<file path="src/rtl/i2rd_pkg.sv">
`default_nettype none
package i2rd_pkg;

    localparam int DEF_VALUE_BITS = 32;
    localparam int MAX_SYMBOLS    = 16;
    localparam int ADDR_W         = 5;
    localparam int CFG_DATA_W     = 64;
    localparam int RADIX_W        = 5;
    localparam int REM_W          = 4;

    localparam logic [RADIX_W-1:0] RADIX_RESET = 5'd10;
    localparam logic [7:0]         MINUS_CHAR  = 8'h2D;

    typedef enum logic [1:0] {
        REG_RADIX    = 2'd0,
        REG_ALPHA_LO = 2'd1,
        REG_ALPHA_HI = 2'd2
    } reg_index_t;

    typedef struct packed {
        logic load_input;
        logic div_step;
        logic store_digit;
        logic load_sign;
        logic read_digit;
        logic load_digit;
        logic dec_index;
    } cmd_t;

    typedef struct packed {
        logic div_last;
        logic conv_done;
        logic neg;
        logic index_zero;
        logic out_taken;
    } status_t;

endpackage
`default_nettype wire

</file>
<file path="src/rtl/i2rd_regs.sv">
`default_nettype none
module i2rd_regs
    import i2rd_pkg::*;
(
    input  wire logic                   aclk,
    input  wire logic                   aresetn,
    input  wire logic                   psel,
    input  wire logic                   penable,
    input  wire logic                   pwrite,
    input  wire logic [ADDR_W-1:0]      paddr,
    input  wire logic [CFG_DATA_W-1:0]  pwdata,
    output logic      [CFG_DATA_W-1:0]  prdata,
    output logic                        pready,
    output logic      [RADIX_W-1:0]     radix_eff,
    output logic      [63:0]            alpha_lo,
    output logic      [63:0]            alpha_hi
);

    logic [RADIX_W-1:0] radix_reg;
    logic [63:0]        alpha_lo_reg;
    logic [63:0]        alpha_hi_reg;
    logic               wr_en;

    assign pready = 1'b1;
    assign wr_en  = psel && penable && pwrite && pready;

    always_ff @(posedge aclk) begin
        if (!aresetn) begin
            radix_reg    <= RADIX_RESET;
            alpha_lo_reg <= '0;
            alpha_hi_reg <= '0;
        end else if (wr_en) begin
            case (paddr[4:3])
                REG_RADIX:    radix_reg    <= pwdata[RADIX_W-1:0];
                REG_ALPHA_LO: alpha_lo_reg <= pwdata;
                REG_ALPHA_HI: alpha_hi_reg <= pwdata;
                default: ;
            endcase
        end
    end

    always_comb begin
        case (paddr[4:3])
            REG_RADIX:    prdata = {{(CFG_DATA_W-RADIX_W){1'b0}}, radix_reg};
            REG_ALPHA_LO: prdata = alpha_lo_reg;
            REG_ALPHA_HI: prdata = alpha_hi_reg;
            default:      prdata = '0;
        endcase
    end

    always_comb begin
        if (radix_reg < RADIX_W'(2)) begin
            radix_eff = RADIX_W'(2);
        end else if (radix_reg > RADIX_W'(MAX_SYMBOLS)) begin
            radix_eff = RADIX_W'(MAX_SYMBOLS);
        end else begin
            radix_eff = radix_reg;
        end
    end

    assign alpha_lo = alpha_lo_reg;
    assign alpha_hi = alpha_hi_reg;

endmodule
`default_nettype wire

</file>
<file path="src/rtl/i2rd_ctrl.sv">
`default_nettype none
module i2rd_ctrl
    import i2rd_pkg::*;
(
    input  wire logic    aclk,
    input  wire logic    aresetn,
    input  wire logic    s_tvalid,
    output logic         s_tready,
    input  wire status_t status,
    output cmd_t         cmd
);

    typedef enum logic [2:0] {
        ST_IDLE,
        ST_DIV,
        ST_DIGIT,
        ST_SIGN,
        ST_WAIT_SIGN,
        ST_FETCH,
        ST_EMIT,
        ST_WAIT_DIGIT
    } state_t;

    state_t state_reg;
    logic   s_tready_reg;

    always_ff @(posedge aclk) begin
        if (!aresetn) begin
            state_reg    <= ST_IDLE;
            s_tready_reg <= 1'b1;
        end else begin
            case (state_reg)
                ST_IDLE: begin
                    if (s_tvalid && s_tready_reg) begin
                        state_reg    <= ST_DIV;
                        s_tready_reg <= 1'b0;
                    end
                end
                ST_DIV: begin
                    if (status.div_last) begin
                        state_reg <= ST_DIGIT;
                    end
                end
                ST_DIGIT: begin
                    if (!status.conv_done) begin
                        state_reg <= ST_DIV;
                    end else if (status.neg) begin
                        state_reg <= ST_SIGN;
                    end else begin
                        state_reg <= ST_FETCH;
                    end
                end
                ST_SIGN:      state_reg <= ST_WAIT_SIGN;
                ST_WAIT_SIGN: begin
                    if (status.out_taken) begin
                        state_reg <= ST_FETCH;
                    end
                end
                ST_FETCH:     state_reg <= ST_EMIT;
                ST_EMIT:      state_reg <= ST_WAIT_DIGIT;
                ST_WAIT_DIGIT: begin
                    if (status.out_taken) begin
                        if (status.index_zero) begin
                            state_reg    <= ST_IDLE;
                            s_tready_reg <= 1'b1;
                        end else begin
                            state_reg <= ST_FETCH;
                        end
                    end
                end
                default: begin
                    state_reg    <= ST_IDLE;
                    s_tready_reg <= 1'b1;
                end
            endcase
        end
    end

    always_comb begin
        cmd             = '0;
        cmd.load_input  = (state_reg == ST_IDLE) && s_tvalid && s_tready_reg;
        cmd.div_step    = (state_reg == ST_DIV);
        cmd.store_digit = (state_reg == ST_DIGIT);
        cmd.load_sign   = (state_reg == ST_SIGN);
        cmd.read_digit  = (state_reg == ST_FETCH);
        cmd.load_digit  = (state_reg == ST_EMIT);
        cmd.dec_index   = (state_reg == ST_WAIT_DIGIT) && status.out_taken
                          && !status.index_zero;
    end

    assign s_tready = s_tready_reg;

endmodule
`default_nettype wire

</file>
<file path="src/rtl/i2rd_dp.sv">
`default_nettype none
module i2rd_dp
    import i2rd_pkg::*;
#(
    parameter int VALUE_BITS = DEF_VALUE_BITS
) (
    input  wire logic                  aclk,
    input  wire logic                  aresetn,
    input  wire cmd_t                  cmd,
    output status_t                    status,
    input  wire logic [VALUE_BITS-1:0] value,
    input  wire logic [RADIX_W-1:0]    radix_eff,
    input  wire logic [63:0]           alpha_lo,
    input  wire logic [63:0]           alpha_hi,
    output logic                       m_tvalid,
    input  wire logic                  m_tready,
    output logic      [7:0]            character,
    output logic                       last
);

    localparam int IW = $clog2(VALUE_BITS);
    localparam int CW = $clog2(VALUE_BITS + 1);

    logic [VALUE_BITS-1:0] mag_reg;
    logic                  neg_reg;
    logic [REM_W-1:0]      rem_reg;
    logic [IW-1:0]         bit_cnt_reg;
    logic [CW-1:0]         cnt_reg;
    logic [IW-1:0]         idx_reg;
    logic [REM_W-1:0]      rdata_reg;
    logic [REM_W-1:0]      digit_mem [VALUE_BITS];
    logic                  m_tvalid_reg;
    logic [7:0]            char_reg;
    logic                  last_reg;

    logic [RADIX_W-1:0]    trial;
    logic                  ge;
    logic [RADIX_W-1:0]    diff;
    logic [63:0]           word;
    logic [7:0]            symbol;

    assign trial = {rem_reg, mag_reg[VALUE_BITS-1]};
    assign ge    = trial >= radix_eff;
    assign diff  = trial - radix_eff;
    assign word  = rdata_reg[3] ? alpha_hi : alpha_lo;
    assign symbol = word[{rdata_reg[2:0], 3'b000} +: 8];

    always_ff @(posedge aclk) begin
        if (cmd.load_input) begin
            neg_reg <= value[VALUE_BITS-1];
            mag_reg <= value[VALUE_BITS-1] ? (VALUE_BITS'(0) - value) : value;
            rem_reg <= '0;
        end else if (cmd.div_step) begin
            mag_reg <= {mag_reg[VALUE_BITS-2:0], ge};
            rem_reg <= ge ? diff[REM_W-1:0] : trial[REM_W-1:0];
        end else if (cmd.store_digit) begin
            rem_reg <= '0;
        end
        if (cmd.store_digit) begin
            digit_mem[cnt_reg[IW-1:0]] <= rem_reg;
        end
        if (cmd.read_digit) begin
            rdata_reg <= digit_mem[idx_reg];
        end
    end

    always_ff @(posedge aclk) begin
        if (!aresetn) begin
            bit_cnt_reg <= '0;
            cnt_reg     <= '0;
            idx_reg     <= '0;
        end else begin
            if (cmd.load_input || cmd.store_digit) begin
                bit_cnt_reg <= '0;
            end else if (cmd.div_step) begin
                bit_cnt_reg <= bit_cnt_reg + 1'b1;
            end
            if (cmd.load_input) begin
                cnt_reg <= '0;
            end else if (cmd.store_digit) begin
                cnt_reg <= cnt_reg + 1'b1;
                idx_reg <= cnt_reg[IW-1:0];
            end else if (cmd.dec_index) begin
                idx_reg <= idx_reg - 1'b1;
            end
        end
    end

    always_ff @(posedge aclk) begin
        if (!aresetn) begin
            m_tvalid_reg <= 1'b0;
        end else if (cmd.load_sign || cmd.load_digit) begin
            m_tvalid_reg <= 1'b1;
        end else if (m_tready) begin
            m_tvalid_reg <= 1'b0;
        end
    end

    always_ff @(posedge aclk) begin
        if (cmd.load_sign) begin
            char_reg <= MINUS_CHAR;
            last_reg <= 1'b0;
        end else if (cmd.load_digit) begin
            char_reg <= symbol;
            last_reg <= (idx_reg == '0);
        end
    end

    always_comb begin
        status            = '0;
        status.div_last   = (bit_cnt_reg == IW'(VALUE_BITS - 1));
        status.conv_done  = (mag_reg == '0) || (cnt_reg == CW'(VALUE_BITS - 1));
        status.neg        = neg_reg;
        status.index_zero = (idx_reg == '0);
        status.out_taken  = m_tvalid_reg && m_tready;
    end

    assign m_tvalid  = m_tvalid_reg;
    assign character = char_reg;
    assign last      = last_reg;

endmodule
`default_nettype wire

</file>
<file path="src/rtl/integer_to_radix_digits.sv">
// Converts one signed integer per item into text, one character per result item.
// The D digits are computed one after another on the shared bit-serial radix divider.
// After the last digit, a minus sign is sent first for a negative value; each digit is then
// read from the digit memory and registered for output, most significant digit first.
// A new item is accepted only after the last character of the previous item has been taken.
// Reset is synchronous, active low: control idles, radix becomes 10, both alphabets clear.
`default_nettype none
module integer_to_radix_digits
    import i2rd_pkg::*;
#(
    parameter int VALUE_BITS = DEF_VALUE_BITS
) (
    input  wire logic                      aclk,
    input  wire logic                      aresetn,
    input  wire logic                      s_tvalid,
    output logic                           s_tready,
    // Fields from bit 0: value.
    input  wire logic [((VALUE_BITS+7)/8)*8-1:0] s_tdata,
    output logic                           m_tvalid,
    input  wire logic                      m_tready,
    // Fields from bit 0: character.
    output logic      [7:0]                m_tdata,
    output logic                           m_tlast,
    input  wire logic                      psel,
    input  wire logic                      penable,
    input  wire logic                      pwrite,
    input  wire logic [ADDR_W-1:0]         paddr,
    input  wire logic [CFG_DATA_W-1:0]     pwdata,
    output logic      [CFG_DATA_W-1:0]     prdata,
    output logic                           pready
);

    logic [RADIX_W-1:0] radix_eff;
    logic [63:0]        alpha_lo;
    logic [63:0]        alpha_hi;
    cmd_t               cmd;
    status_t            status;

    i2rd_regs u_regs (
        .aclk      (aclk),
        .aresetn   (aresetn),
        .psel      (psel),
        .penable   (penable),
        .pwrite    (pwrite),
        .paddr     (paddr),
        .pwdata    (pwdata),
        .prdata    (prdata),
        .pready    (pready),
        .radix_eff (radix_eff),
        .alpha_lo  (alpha_lo),
        .alpha_hi  (alpha_hi)
    );

    i2rd_ctrl u_ctrl (
        .aclk     (aclk),
        .aresetn  (aresetn),
        .s_tvalid (s_tvalid),
        .s_tready (s_tready),
        .status   (status),
        .cmd      (cmd)
    );

    i2rd_dp #(
        .VALUE_BITS (VALUE_BITS)
    ) u_dp (
        .aclk      (aclk),
        .aresetn   (aresetn),
        .cmd       (cmd),
        .status    (status),
        .value     (s_tdata[VALUE_BITS-1:0]),
        .radix_eff (radix_eff),
        .alpha_lo  (alpha_lo),
        .alpha_hi  (alpha_hi),
        .m_tvalid  (m_tvalid),
        .m_tready  (m_tready),
        .character (m_tdata),
        .last      (m_tlast)
    );

endmodule
`default_nettype wire

</file>
<file path="config.mk">
export PLATFORM = sky130hd
export DESIGN_NAME = integer_to_radix_digits
export DESIGN_NICKNAME = d
export VERILOG_FILES = /design/src/rtl/i2rd_pkg.sv /design/src/rtl/i2rd_regs.sv /design/src/rtl/i2rd_ctrl.sv /design/src/rtl/i2rd_dp.sv /design/src/rtl/integer_to_radix_digits.sv
export SDC_FILE = /design/constraint.sdc
export NUM_CORES = 1
export LEC_CHECK = 0
export ABC_AREA = 1
export BUFFER_PORTS_ARGS = -buffer_cell sky130_fd_sc_hd__buf_4
export CAP_MARGIN = 20
export CORE_MARGIN = 3
export CORE_UTILIZATION = 42
export CTS_CLUSTER_DIAMETER = 120
export DETAILED_ROUTE_END_ITERATION = 10
export GPL_ROUTABILITY_DRIVEN = 0
export SYNTH_ARGS = -nofsm -noshare
export SYNTH_HDL_FRONTEND = slang
export SYNTH_HIERARCHICAL = 1
export SYNTH_SLANG_ARGS = --single-unit
</file>
<file path="constraint.sdc">
create_clock -name aclk -period 3.2 [get_ports aclk]
set_input_delay 0.32 -clock aclk [delete_from_list [all_inputs] [get_ports aclk]]
set_output_delay 0.32 -clock aclk [all_outputs]
set_load 0.05 [all_outputs]
</file>
==> out/qor.txt <==
Share of layout cells above drive strength 1: 0.120
DRT iter0 DRCs: 1316
Critical path type: reg -> reg
Syn_nets: 2460
Post-DP HPWL: 31900 µm
Clock H-tree levels: 2
Clock Path Buffers: 3
I/O pin count: 184
DRC errors left: 0
CTS root buf: clkbuf_16
CP required: 3.39 ns
Worst hold endpoint: u_regs/radix_reg[1]
Die Ht: 209 µm
Critical Path AT: 2.38 ns
Hold_buf cts: 0
Top cell type's share of synthesized area: 0.286
Post-CTS setup buffer count: 0
Core area: 0.0402 mm²
Worst-Margin Slew: 0.874 ns
#FFs+latches synth: 332
Final Util: 0.497
P_leak: 8.54 nW
Row count: 73
Worst vdd ir: 0.389 mV
GR Overflow Total: 0
Post-synth top flop: dfxtp_1
CP endpoint kind: flop
Most area-hungry cell type in the Yosys netlist: edfxtp_1
Top post-synthesis cells by area: edfxtp_1 29%, dfxtp_1 19%, nand2_1 16%
Ant diodes: 0
Hold WC Path Type: in -> reg
Crit Path Max Fanout: 7
Area Growth Syn to Fin: 15.3%
Drt first pass iters: 6
Yosys warnings: 6
Async set-or-reset flop fraction in the synthesized netlist: 0
Area after DPL: 0.0187 mm²
DRT antenna net count: 0
Port Buffer Count: 179
Crit Reg-Reg Startpoint: u_ctrl/state_reg[1]
Final setup viols: 0
Pwr dens: 637 mW/mm²
DR WL/cell: 16.4 µm
Drt total wl: 49300 µm
Vias: 15555
CTS buffer count: 39
Fin crit period: 2.20 ns
Final Cell Area: 0.0200 mm²
RSZ-0062 raised after global routing: no
Die ar.: 0.0437 mm²
Final Hold Fails: 0
Instance count of the mapped netlist: 2338
Vias in the first global route: 14568
Reg clk slew, reported paths: 0.06 ns
Mapped cell area: 0.0173 mm²
Worst Reg-to-Reg Cells: 6
Max reg flops: 128
First-pass GRT wire length: 78200 µm
Initial antenna violation count: 0
Post-synth EDFFs: 165
Status: finished, final reports clean
Fmax: 455 MHz
Max-slew violations: 0
Detail-routed via count per cell: 5.18
Tcrit/Tclk final: 0.687
Max Cap Viol: 0
Hold Path Depth: 3
Sequential area share after synthesis: 0.479
Total GRT Usage: 0.218
Clock Sinks: 332
Startpoint types: flop
CTS resizes: 0
Final nets: 2572
Unique masters post-synth: 43
Largest net degree at the start of global routing: 139
CTS tree: done
Setup TNS: 0 ns
Die X: 209 µm
Initial cell density of the core: 0.431
Hold_sp: pwdata[1]
Reg2reg end: u_dp/digit_mem[31][3]
Clock skew: 0.0197 ns
Syn avg cell area: 7.41 µm²
Register-to-register setup slack: 1.00 ns
Skew-Pair Late Insertion Delay: 0.54 ns
Worst slew margin: 0.417
[cells in the mapped netlist (2+ instances only)]
master,n
a21oi_1,59
a31oi_1,5
and2_1,2
buf_1,17
buf_2,50
buf_4,23
buf_6,32
clkbuf_1,14
dfxtp_1,167
edfxtp_1,165
ha_1,13
inv_1,138
inv_2,11
nand2_1,723
nand2_2,4
nand3_1,326
nand3_2,2
nand3b_1,4
nand4_1,13
nor2_1,411
nor2_2,9
nor2_4,6
nor3_1,4
nor3b_1,3
nor4_1,9
o211ai_1,14
o21ai_0,68
o21ai_1,10
o22ai_1,5
o31ai_1,4
xnor2_1,7
xor2_1,9
[critical path, cell delays in order, from the launching register on]
cell and delay, ns:
dfxtp_1 0.45, nand2_1 0.11, nor2_1 0.32, nand2_1 0.37, inv_1 0.19, nand2_1 0.08
nor2_1 0.34
[power by group]
part	leakage (nW)	total, W	internal [W]	switching, W
clock network	0.602	0.00428	0.00255	0.00173
registers	2.89	0.00546	0.00519	0.000264
logic	5.04	0.00299	0.000895	0.00210
total	8.54	0.0127	0.00863	0.00409
[layout by cell type (no fill, tap or decap), types with 7 or more instances in the layout]
cell type,n
o21ai_0,68
xnor2_1,7
nand4_1,13
nor2_1,410
xor2_1,9
o211ai_1,14
nor2_4,8
o21ai_1,10
clkbuf_1,13
inv_1,138
clkbuf_16,40
nor2_2,8
edfxtp_1,165
a21oi_1,59
buf_12,7
buf_4,201
ha_1,13
nand2_1,723
inv_2,11
nor4_1,9
nand3_1,326
dfxtp_1,166
clkbuf_8,7
[worst max path at each step]
stage	endpoint	slack, ns	startpoint
floorplan	u_dp/mag_reg[0]	0.71	u_ctrl/s_tready
global placement	u_dp/digit_mem[31][1]	1.02	u_ctrl/state_reg[0]
detailed placement	u_dp/digit_mem[31][2]	1.02	u_ctrl/state_reg[0]
CTS	u_dp/mag_reg[0]	1.01	u_regs/radix_reg[3]
global route	u_dp/digit_mem[31][3]	0.81	u_ctrl/state_reg[0]
finish	u_dp/digit_mem[31][3]	1.00	u_ctrl/state_reg[1]
[layer usage]
metal	up-vias	track usage	part of all wire
met2	432	0.376	0.49
met1	7280	0.295	0.44
met3	59	0.0261	0.048
li1	7784	-	-
met4	0	0.0515	0.019
met5	-	0	0
[layout make-up]
class                      count  area [µm²]
fill                        4023       20200
clock buffer                  60        1150
timing repair buffer         208        1650
tap                          525         657
inverter                     149         559
multi-input combinational   1720        7570
clock inverter                10        85.1
sequential                   332        8300
[logic make-up after synthesis]
family / synth area share
compound gates: 0.0534
xor+xnor: 0.00809
fa+ha+maj: 0.0106
buf+inv: 0.0845
flops: 0.479
other cells: 0.000217
simple gates: 0.364
[metrics by stage]
step                std cells  total power (W)  hold WS (ns)  setup slack (ns)
floorplan                2338          0.00758         0.405             0.712
finish                   3004           0.0127        0.0139              1.00
global route             3004           0.0134        0.0238             0.808
global placement         2934          0.00847         0.440              1.02
detailed placement       2934          0.00852         0.444              1.02
CTS                      3004           0.0128       0.00221              1.01
Power figures use the tool's default switching activity.
